[src/rtl/prst_pkg.sv]
// Types, constants and round functions of the PRESENT-80 cipher block.
`timescale 1ns / 1ps
package prst_pkg;

    localparam int ROUND_COUNT = 32;
    localparam int RK_AW       = 5;

    // Register select: paddr bit 3 picks the register
    localparam logic IDX_KEY_UPPER = 1'b0;
    localparam logic IDX_KEY_LOWER = 1'b1;

    localparam logic FUNC_ENCRYPT = 1'b0;
    localparam logic FUNC_DECRYPT = 1'b1;

    typedef logic [ROUND_COUNT-1:0][63:0] rk_array_t;

    typedef struct packed {
        logic        valid;
        logic        func;
        logic [63:0] data;
    } stage_t;

    typedef struct packed {
        logic        start;
        logic [79:0] key;
    } ks_ctrl_t;

    typedef struct packed {
        logic ready;
    } ks_status_t;

    typedef enum logic {
        KS_BUILD,
        KS_READY
    } ks_state_t;

    function automatic logic [3:0] sbox_fwd(input logic [3:0] x);
        logic [3:0] y;
        case (x)
            4'h0: y = 4'hC;
            4'h1: y = 4'h5;
            4'h2: y = 4'h6;
            4'h3: y = 4'hB;
            4'h4: y = 4'h9;
            4'h5: y = 4'h0;
            4'h6: y = 4'hA;
            4'h7: y = 4'hD;
            4'h8: y = 4'h3;
            4'h9: y = 4'hE;
            4'hA: y = 4'hF;
            4'hB: y = 4'h8;
            4'hC: y = 4'h4;
            4'hD: y = 4'h7;
            4'hE: y = 4'h1;
            default: y = 4'h2;
        endcase
        return y;
    endfunction

    function automatic logic [3:0] sbox_inv(input logic [3:0] x);
        logic [3:0] y;
        case (x)
            4'h0: y = 4'h5;
            4'h1: y = 4'hE;
            4'h2: y = 4'hF;
            4'h3: y = 4'h8;
            4'h4: y = 4'hC;
            4'h5: y = 4'h1;
            4'h6: y = 4'h2;
            4'h7: y = 4'hD;
            4'h8: y = 4'hB;
            4'h9: y = 4'h4;
            4'hA: y = 4'h6;
            4'hB: y = 4'h3;
            4'hC: y = 4'h0;
            4'hD: y = 4'h7;
            4'hE: y = 4'h9;
            default: y = 4'hA;
        endcase
        return y;
    endfunction

    function automatic logic [63:0] sub_fwd(input logic [63:0] x);
        logic [63:0] y;
        for (int n = 0; n < 16; n++) begin
            y[4*n +: 4] = sbox_fwd(x[4*n +: 4]);
        end
        return y;
    endfunction

    function automatic logic [63:0] sub_inv(input logic [63:0] x);
        logic [63:0] y;
        for (int n = 0; n < 16; n++) begin
            y[4*n +: 4] = sbox_inv(x[4*n +: 4]);
        end
        return y;
    endfunction

    // Bit i moves to 16*i mod 63; bit 63 stays.
    function automatic logic [63:0] perm_fwd(input logic [63:0] x);
        logic [63:0] y;
        y[63] = x[63];
        for (int i = 0; i < 63; i++) begin
            y[(i * 16) % 63] = x[i];
        end
        return y;
    endfunction

    // Inverse wiring: bit i moves to 4*i mod 63.
    function automatic logic [63:0] perm_inv(input logic [63:0] x);
        logic [63:0] y;
        y[63] = x[63];
        for (int i = 0; i < 63; i++) begin
            y[(i * 4) % 63] = x[i];
        end
        return y;
    endfunction

    // Rotate left by 61, S-box on the top nibble, counter into bits 19..15.
    function automatic logic [79:0] key_update(input logic [79:0] k,
                                               input logic [4:0]  rc);
        logic [79:0] t;
        t = {k[18:0], k[79:19]};
        t[79:76] = sbox_fwd(t[79:76]);
        t[19:15] = t[19:15] ^ rc;
        return t;
    endfunction

endpackage

[src/rtl/prst_round.sv]
// One registered cipher round, forward or inverse by the item's function bit.
`timescale 1ns / 1ps
module prst_round (
    input  logic              aclk,
    input  logic              aresetn,
    input  logic              advance,
    input  prst_pkg::stage_t  stage_in,
    input  logic [63:0]       enc_key,
    input  logic [63:0]       dec_key,
    input  logic [63:0]       fin_key,
    output prst_pkg::stage_t  stage_out
);

    logic        valid_reg;
    logic        func_reg;
    logic [63:0] data_reg, data_next;

    // fin_key is zero except in the last stage, where it closes encryption
    always_comb begin
        if (stage_in.func == prst_pkg::FUNC_DECRYPT) begin
            data_next = prst_pkg::sub_inv(prst_pkg::perm_inv(stage_in.data)) ^ dec_key;
        end else begin
            data_next = prst_pkg::perm_fwd(prst_pkg::sub_fwd(stage_in.data ^ enc_key))
                        ^ fin_key;
        end
    end

    always_ff @(posedge aclk) begin
        if (!aresetn) begin
            valid_reg <= 1'b0;
        end else if (advance) begin
            valid_reg <= stage_in.valid;
        end
    end

    always_ff @(posedge aclk) begin
        if (advance) begin
            func_reg <= stage_in.func;
            data_reg <= data_next;
        end
    end

    assign stage_out.valid = valid_reg;
    assign stage_out.func  = func_reg;
    assign stage_out.data  = data_reg;

endmodule

[config.mk]
export PLATFORM = sky130hd
export DESIGN_NAME = prst_round
export DESIGN_NICKNAME = d
export VERILOG_FILES = /design/src/rtl/prst_pkg.sv /design/src/rtl/prst_round.sv
export SDC_FILE = /design/constraint.sdc
export NUM_CORES = 1
export LEC_CHECK = 0
export ABC_AREA = 1
export BUFFER_PORTS_ARGS = -buffer_cell sky130_fd_sc_hd__clkbuf_2
export CAP_MARGIN = 20
export CELL_PAD_IN_SITES_DETAIL_PLACEMENT = 0
export CELL_PAD_IN_SITES_GLOBAL_PLACEMENT = 1
export CORE_ASPECT_RATIO = 0.6
export CORE_MARGIN = 2
export CORE_UTILIZATION = 33
export DETAILED_ROUTE_END_ITERATION = 8
export GPL_TIMING_DRIVEN = 0
export HOLD_SLACK_MARGIN = 0.08
export PLACE_DENSITY_LB_ADDON = 0.12
export SLEW_MARGIN = 20
export SYNTH_ARGS = -nofsm -noshare
export SYNTH_HDL_FRONTEND = slang
export SYNTH_SLANG_ARGS = --single-unit
[constraint.sdc]
create_clock -name aclk -period 1.5 [get_ports aclk]
set_input_delay 0.225 -clock aclk [delete_from_list [all_inputs] [get_ports aclk]]
set_output_delay 0.225 -clock aclk [all_outputs]
set_load 0.02 [all_outputs]
=== Yosys cells after proc, flatten, opt, wreduce, memory -nomap -nowiden ===
Memory sizes are Yosys's and may differ from the RTL's.
Cells that the tools add are included.

* Register bits: 66
* ROM bits: 2,048
* Input port bits: 261
* Output and inout bits: 66
* Logic and storage cells: 71
* Memories kept: 32

* Mux-type cells: 33
* Bitwise operators: 3

{| class="wikitable"
|+ Memories
! name !! words !! width !! rd ports !! clocked after Yosys merged registers in !! write ports !! line !! source
|-
| (name not given) || 16 || 4 || 1 || 0 || 0 || prst_pkg.sv:62 || <nowiki>case (x)</nowiki>
|-
| (name not given) || 16 || 4 || 1 || 0 || 0 || prst_pkg.sv:62 ||
|-
| (name not given) || 16 || 4 || 1 || 0 || 0 || prst_pkg.sv:62 ||
|-
| (name not given) || 16 || 4 || 1 || 0 || 0 || prst_pkg.sv:62 ||
|-
| (name not given) || 16 || 4 || 1 || 0 || 0 || prst_pkg.sv:62 ||
|-
| (name not given) || 16 || 4 || 1 || 0 || 0 || prst_pkg.sv:62 ||
|-
| 26 more memories || n/a || n/a || n/a || n/a || n/a || n/a ||
|}

{| class="wikitable"
|+ Operator list
! operator !! count
|-
| XOR 64 bit || 3
|-
| two-way mux 4 bit || 32
|-
| two-way mux 64 bit || 1
|}

=== Logic depth before layout (Yosys ltp) ===
Gate-level depths: netlist (run 1).
An unclocked memory read counts as a cell.

* Depth after elaboration: 5
* Depth in mapped cells: 14
* Mapped depth without buffers: 13

=== Least setup slack after synthesis (run 1) ===
Ideal clock, no wire load.

* Kind: input to register
* Start point: input port stage_in[49] in the netlist's numbering
* End point: register data_reg[12] (data pin)
* Setup time: 0.253 ns
* Arrival time: 1.370 ns
* Path slack: -0.123 ns
* Stages: 14
* Path buffers: 1
* Cell sequence: buf_2 -> inv_1 -> nand2_1 -> nand2_2 -> inv_1 -> ha_1 -> inv_1 -> nand2_1 -> nand2_1 -> nand2_1 -> nand2_1 -> nand2_1 -> nand3_1 -> nand2_1

* Word-level cells in the longest chain between the ends: 5

{| class="wikitable"
|+ RTL lines
! item !! line !! source
|-
| start, declared || prst_round.sv:7 || <nowiki>input prst_pkg::stage_t stage_in,</nowiki>
|-
| XOR 64 bit || prst_round.sv:23 || <nowiki>data_next = prst_pkg::perm_fwd(prst_pkg::sub_fwd(stage_in.data ^ enc_key))</nowiki>
|-
| memory (16 x 4 bit) || n/a ||
|-
| two-way mux 4 bit || prst_round.sv:20 || <nowiki>if (stage_in.func == prst_pkg::FUNC_DECRYPT) begin</nowiki>
|-
| XOR 64 bit || prst_round.sv:24 || <nowiki>^ fin_key;</nowiki>
|-
| two-way mux 64 bit || prst_round.sv:20 ||
|-
| net data_next[12] || prst_round.sv:16 || <nowiki>logic [63:0] data_reg, data_next;</nowiki>
|-
| end signal, assigned || prst_round.sv:39 || <nowiki>data_reg <= data_next;</nowiki>
|-
| end, declared || prst_round.sv:16 ||
|}

The timed path passes the listed nets, and every way through them passes these cells. The select of a mux whose other input is x is not followed.
A chain may end at the register's enable or synchronous reset.

=== Final worst setup path (run 1) ===
* Start point: input port stage_in[18] in the netlist's numbering
* End point: register data_reg[9] (data pin)

* Word-level cells in the longest chain between the ends: 4

{| class="wikitable"
|+ RTL lines
! item !! line !! source
|-
| memory (16 x 4 bit) || n/a ||
|-
| two-way mux 4 bit || prst_round.sv:20 ||
|-
| XOR 64 bit || prst_round.sv:21 || <nowiki>data_next = prst_pkg::sub_inv(prst_pkg::perm_inv(stage_in.data)) ^ dec_key;</nowiki>
|-
| two-way mux 64 bit || prst_round.sv:20 ||
|-
| net data_next[9] || prst_round.sv:16 ||
|}

The timed path passes the listed nets, and every way through them passes these cells. The select of a mux whose other input is x is not followed.

==> reports/qor.yml, run 1 <==
outcome:
  status: "finished clean"
global_routing:
  grt_pass1_wl_mm: 67.88
  grt_max_degree: 68
  grt_remaining_overflow: 0
  track_usage: 0.2465
  antenna_found_initial: 5
  grt_pass1_vias: 11660
sta:
  hold_violations: 0
  rsz0062_at_grt: "true"
  worst_pin_slew_ns: 0.6961
  holdWs_ns: 0.1624
  post-route-period-util: 0.9685
  max_freq_mhz: 688.4
  fin_skew_ns: 0
  fin_crit_ns: 1.453
  max_slew_margin: 0.5359
  setup_viol: 0
  finalMaxSlewViolations: 0
die:
  pin_count: 327
  core-area_mm2: 0.03495
  start_util: 0.3338
  die_w_um: 246.7
  die_y_um: 149.6
  rows: 53
  dieArea_mm2: 0.03692
routing:
  wire_per_inst_um: 16.81
  ant_nets: 0
  wirelength_mm: 46.52
  vias: 13420
  first_pass_iters: 5
  routed_via_density: 4.850
  drc: 0
  drtIter0Drc: 986
yosys:
  yosys-top-cells-area: "nand2_1 27%, ha_1 17%, edfxtp_1 17%"
  yosysTopAreaCell: "nand2_1"
  yosys.cell_count.top_type: "nand2_1"
  synthFlopType: "edfxtp_1"
  synth_nets: 2370
  synth_top_cell_area_share: 0.2725
  yosysSeqAreaShare: 0.1690
  synth_async_sr_flop_share: 0
  yosysWarnings: 0
  syn_area_mm2: 0.01167
  syn_area_per_cell_um2: 5.977
  netlist_instances: 1952
  ys_ff_latch: 66
  yosysUniqueCellTypes: 29
  yosys-top-cells-count: "847 x nand2_1, 235 x nand3_1, 222 x inv_1"
  synth_edf_count: 65
layout:
  n_fill_cell: 3763
  largest_reg_flops: 64
  drive_gt1_frac: 0.2453
  fin_nets: 2709
  syn2layout_area_growth_pct: 27.97
  final_area_mm2: 0.01493
power:
  switching_share: 0.4452
  p_switching_mw: 4.262
  internal-power_mw: 5.311
  power_frac_clock: 0.240
  sequentialPowerShare: 0.250
  ir_worst_vdd_v: 0.0006168
  p_comb_frac: 0.509
  p_leak_nw: 8.439
  power_density_mw_per_mm2: 641.2
setup_path:
  path_max_fanout: 7
  crit_required_ns: 1.62
  cp-start-kind: "input port"
  endpoint_kind: "flip-flop"
  crit_type: "input port to flip-flop"
  arrival_ns: 1.58
placement:
  portBuffers: 313
  routabilityCongestion: 0.9378
  dp_hpwl_mm: 37.79
  dpl-instance-area_mm2: 0.01393
clock_tree:
  clock_path_buffers: 2
  cts_buffers: 9
  htree_num_levels: 3
  cts.sink_count: 66
  cts-root-buf: "clkbuf_16"
  clkSlewWorstSetupHoldPaths_ns: 0.07
  clk_latency_ns: 0.37
  cts_tree: "done"
run:
  max_cap_violations: 0
worst_hold_path:
  hold_class: "input port to flip-flop"
-- worst max-delay path: stages --
cell	delay [ns]
clkbuf_4	0.17
inv_4	0.07
ha_1	0.28
or2_2	0.31
o211ai_1	0.11
nand2_1	0.13
o21ai_2	0.20
nand2_1	0.07
-- metal layers --
metal	vias to the layer above	share of wire	track usage
met2	356	0.43	0.3785
met1	6061	0.50	0.3598
li1	6967	-	-
met4	0	0.016	0.05271
met3	35	0.055	0.04071
met5	-	0	0
-- path summary, 6_finish.rpt --
check,startpoint,endpoint,slack [ns],depth (start not counted)
worst max-delay path,stage_in[18],data_reg[9]$_DFFE_PP_,0.05,8
worst min-delay path,dec_key[25],data_reg[25]$_DFFE_PP_,0.16,3
worst max register to register,valid_reg$_SDFFE_PN0P_,valid_reg$_SDFFE_PN0P_,0.28,3
worst min register to register,valid_reg$_SDFFE_PN0P_,valid_reg$_SDFFE_PN0P_,1.10,3
-- cells by family after synthesis --
family / after synthesis / share of synthesized area
AO/OA/AOI/OAI: 226 / 0.1040
AND/OR/NAND/NOR: 1184 / 0.4258
flip-flops: 66 / 0.1690
adder cells (fa/ha/maj): 157 / 0.1684
buffers and inverters: 280 / 0.09770
XOR/XNOR: 39 / 0.03507
-- repair_timing --
action | 4_1_cts | 5_1_grt
endpoints found under the hold margin | 2 | 0
endpoints found under the setup margin | 40 | 52
buffers inserted | 3 | 9
hold buffers | 3 | 0
resized for setup | 66 | 140
pin swaps | 2 | 17
-- placed cells by master, fill, tap and decap left out, types with 8 or more instances in the layout --
master     count
clkbuf_2     292
clkbuf_4      17
inv_4         17
ha_4          11
buf_4         26
or2_2         13
inv_2         37
clkbuf_16      9
nor2_1        31
o211ai_1      31
a21oi_1       73
xor2_1        10
nand3b_1      22
o21ai_2        8
o21ai_0       81
nand2_1      819
nand3_1      217
o21ai_1       20
edfxtp_1      65
inv_1        193
buf_6         12
ha_1         146
nand2_2       49
nand2_4        8
nand3_2       15
xnor2_1       11
xnor2_2       11
-- layout make-up --
| class | count | area, µm² | share of cell area |
|---|---|---|---|
| antenna | 5 | 12.51 | 0.0008381 |
| tap | 467 | 584.3 | 0.03914 |
| inverter | 250 | 992.2 | 0.06646 |
| timing repair buffer | 328 | 1772 | 0.1187 |
| clock inverter | 5 | 56.30 | 0.003771 |
| buffer | 30 | 235.2 | 0.01576 |
| sequential | 66 | 1972 | 0.1321 |
| clock buffer | 10 | 229.0 | 0.01534 |
| multi-input combinational | 1606 | 9076 | 0.6079 |
-- power by group through the flow --
stage	Sequential, mW	Combinational (mW)	Clock (mW)
6_report	2.40	4.88	2.30
3_5_place_dp	2.43	4.57	0
2_1_floorplan	2.73	2.61	0
3_3_place_gp	2.44	4.53	0
4_1_cts	2.40	4.69	2.39
5_1_grt	2.42	5.48	2.45
-- per-stage QoR --
stage	cells	setup WS [ns]	utilization	power, mW	setup TNS [ns]
2_1_floorplan	1952	0.001741	-	5.338	0
6_report	2767	0.04728	0.4272	9.573	0
3_5_place_dp	2732	-0.8170	0.3985	7.008	-29.53
3_3_place_gp	2732	-0.7906	0.3983	6.967	-77.31
5_1_grt	2765	-0.03190	0.4271	10.34	-0.07798
4_1_cts	2753	0.0002711	0.4138	9.478	0
(Power assumes the default switching activity.)
==> inputs of run 2 (changes only) <==
--- a/config.mk
+++ b/config.mk
@@ -12,7 +12,7 @@
 export CELL_PAD_IN_SITES_GLOBAL_PLACEMENT = 1
 export CORE_ASPECT_RATIO = 0.6
 export CORE_MARGIN = 2
-export CORE_UTILIZATION = 33
+export CORE_UTILIZATION = 25
 export DETAILED_ROUTE_END_ITERATION = 8
 export GPL_TIMING_DRIVEN = 0
 export HOLD_SLACK_MARGIN = 0.08
==> run 2 against run 1 <==
  * Via count down 0.49%
  * Die area is 31% higher
  * Cell count rose by 6.4%
  * Sequential cell count did not move
  * Routed wire length is 11% higher
  * Critical endpoint is now data_reg[13]$_DFFE_PP_
  * Largest power group unchanged
==> reports/qor.yml, run 2 (synthesized netlist as in run 1, its figures left out) <==
outcome:
  status: "finished clean"
routing:
  drtIter0Drc: 805
  vias: 13350
  wire_per_inst_um: 17.53
  ant_nets: 0
  first_pass_iters: 5
  drc: 0
  routed_via_density: 4.534
  wirelength_mm: 51.62
placement:
  dpl-instance-area_mm2: 0.01416
  portBuffers: 313
  dp_hpwl_mm: 42.17
  routabilityCongestion: 0.8664
global_routing:
  grt_remaining_overflow: 0
  antenna_found_initial: 11
  track_usage: 0.2089
  grt_max_degree: 58
  grt_pass1_vias: 12080
  grt_pass1_wl_mm: 73.93
clock_tree:
  cts_tree: "done"
  clk_latency_ns: 0.37
  cts-root-buf: "clkbuf_16"
  clock_path_buffers: 2
  cts.sink_count: 66
  cts_buffers: 9
  htree_num_levels: 3
  clkSlewWorstSetupHoldPaths_ns: 0.07
setup_path:
  crit_type: "input port to flip-flop"
  reg2regPathDepth: 3
  slowest_stage: "ha_4"
  path_buf_inv: 2
  arrival_ns: 1.60
  cpPeakStageDelay_ns: 0.27
  crit_family: "simple AND/OR/NAND/NOR gates"
  crit_required_ns: 1.63
  crit_chain: "buf_6, clkinvlp_4, ha_4, or2_1, o211ai_1, nand2_2, o21ai_2, nand2_1"
  path_depth: 8
  endpoint_kind: "flip-flop"
  cp-start-kind: "input port"
  path_max_fanout: 7
power:
  p_comb_frac: 0.504
  power_density_mw_per_mm2: 652.6
  internal-power_mw: 5.602
  switching_share: 0.4420
  ir_worst_vdd_v: 0.0004651
  sequentialPowerShare: 0.239
  p_leak_nw: 8.542
  power_frac_clock: 0.258
  p_switching_mw: 4.437
die:
  rows: 61
  pin_count: 327
  die_w_um: 282.9
  die_y_um: 171.3
  core-area_mm2: 0.04618
  dieArea_mm2: 0.04847
  start_util: 0.2526
layout:
  layout_commonest_cell: "nand2_1"
  n_fill_cell: 5112
  final_cell_mix: "811 x nand2_1, 288 x clkbuf_2, 212 x nand3_1"
  largest_reg_flops: 64
  drive_gt1_frac: 0.2594
  syn2layout_area_growth_pct: 31.85
  fin_nets: 2722
  final_area_mm2: 0.01538
sta:
  rsz0062_at_grt: "true"
  finalMaxSlewViolations: 0
  fin_skew_ns: 0
  post-route-period-util: 0.9789
  worst_pin_slew_ns: 0.5502
  fin_crit_ns: 1.468
  max_freq_mhz: 681.1
  tns_ns: 0
  hold_violations: 0
  setup_viol: 0
  max_slew_margin: 0.6306
worst_hold_path:
  hold_class: "input port to flip-flop"
  hold_depth: 3
run:
  max_cap_violations: 0
-- run 2: changes by cell type in the layout (fill, tap and decap cells not counted), sizes merged --
| cell | previous run | this run |
|---|---|---|
| clkbuf | 321 | 318 |
| clkinvlp | 4 | 7 |
| diode | 5 | 6 |
| buf | 44 | 60 |
| bufinv | 1 | 2 |
| clkinv | 3 | 2 |
| inv | 247 | 245 |
-- run 2: cell type report --
type / instances / area (µm²) / share of cell area
inverters: 250 / 997.2 / 0.06483
flip-flops and latches: 66 / 1972 / 0.1282
plain buffers: 30 / 229.0 / 0.01489
multi-input cells: 1606 / 9138 / 0.5940
well taps: 630 / 788.3 / 0.05124
clock inverters: 6 / 88.84 / 0.005775
clock buffers: 10 / 239.0 / 0.01554
repair buffers: 341 / 1916 / 0.1245
diodes: 6 / 15.01 / 0.0009761
-- run 2: metal layers --
layer / routed length [µm] / track usage / part of all wire / vias to the layer above
li1: - / - / - / 6984
met1: 25840 / 0.2983 / 0.50 / 6050
met2: 22060 / 0.3124 / 0.43 / 273
met3: 2965 / 0.05148 / 0.057 / 40
met4: 716 / 0.05015 / 0.014 / 6
met5: 38 / 0 / 0.00074 / -
-- run 2: metrics by stage --
step / setup WS (ns) / hold slack, ns / std cells / power (mW) / utilization
2_1_floorplan: 0.001741 / 0.3185 / 1952 / 5.338 / -
3_3_place_gp: -1.080 / 0.4259 / 2895 / 7.108 / 0.3058
3_5_place_dp: -1.082 / 0.4294 / 2896 / 7.141 / 0.3066
4_1_cts: -0.04050 / 0.1227 / 2919 / 9.952 / 0.3198
5_1_grt: -0.06710 / 0.1623 / 2942 / 10.87 / 0.3330
6_report: 0.03169 / 0.1706 / 2945 / 10.04 / 0.3331
-- run 2: final timing paths --
kind                     startpoint                      to  slack [ns]
min                     dec_key[13]  data_reg[13]$_DFFE_PP_        0.17
max                     stage_in[3]  data_reg[13]$_DFFE_PP_        0.03
max reg2reg  valid_reg$_SDFFE_PN0P_  valid_reg$_SDFFE_PN0P_        0.30
min reg2reg  valid_reg$_SDFFE_PN0P_  valid_reg$_SDFFE_PN0P_        1.10
-- run 2: worst min-delay path: stages --
cell and delay (ns):
clkbuf_2 0.11, o21ai_2 0.06, nand2_1 0.04
-- run 2: power groups by stage --
| stage | clock network [mW] | logic, mW | registers, mW |
|---|---|---|---|
| final | 2.59 | 5.06 | 2.39 |
| after global placement | 0 | 4.66 | 2.44 |
| after floorplan | 0 | 2.61 | 2.73 |
| after detailed placement | 0 | 4.70 | 2.44 |
| after global routing | 2.76 | 5.69 | 2.42 |
| after CTS | 2.72 | 4.83 | 2.40 |
-- run 2: timing repair --
action,4_1_cts,5_1_grt
endpoints found under the hold margin,2,0
pin swaps,5,26
buffers inserted,4,20
hold buffers,3,0
endpoints found under the setup margin,48,55
resized for setup,78,160
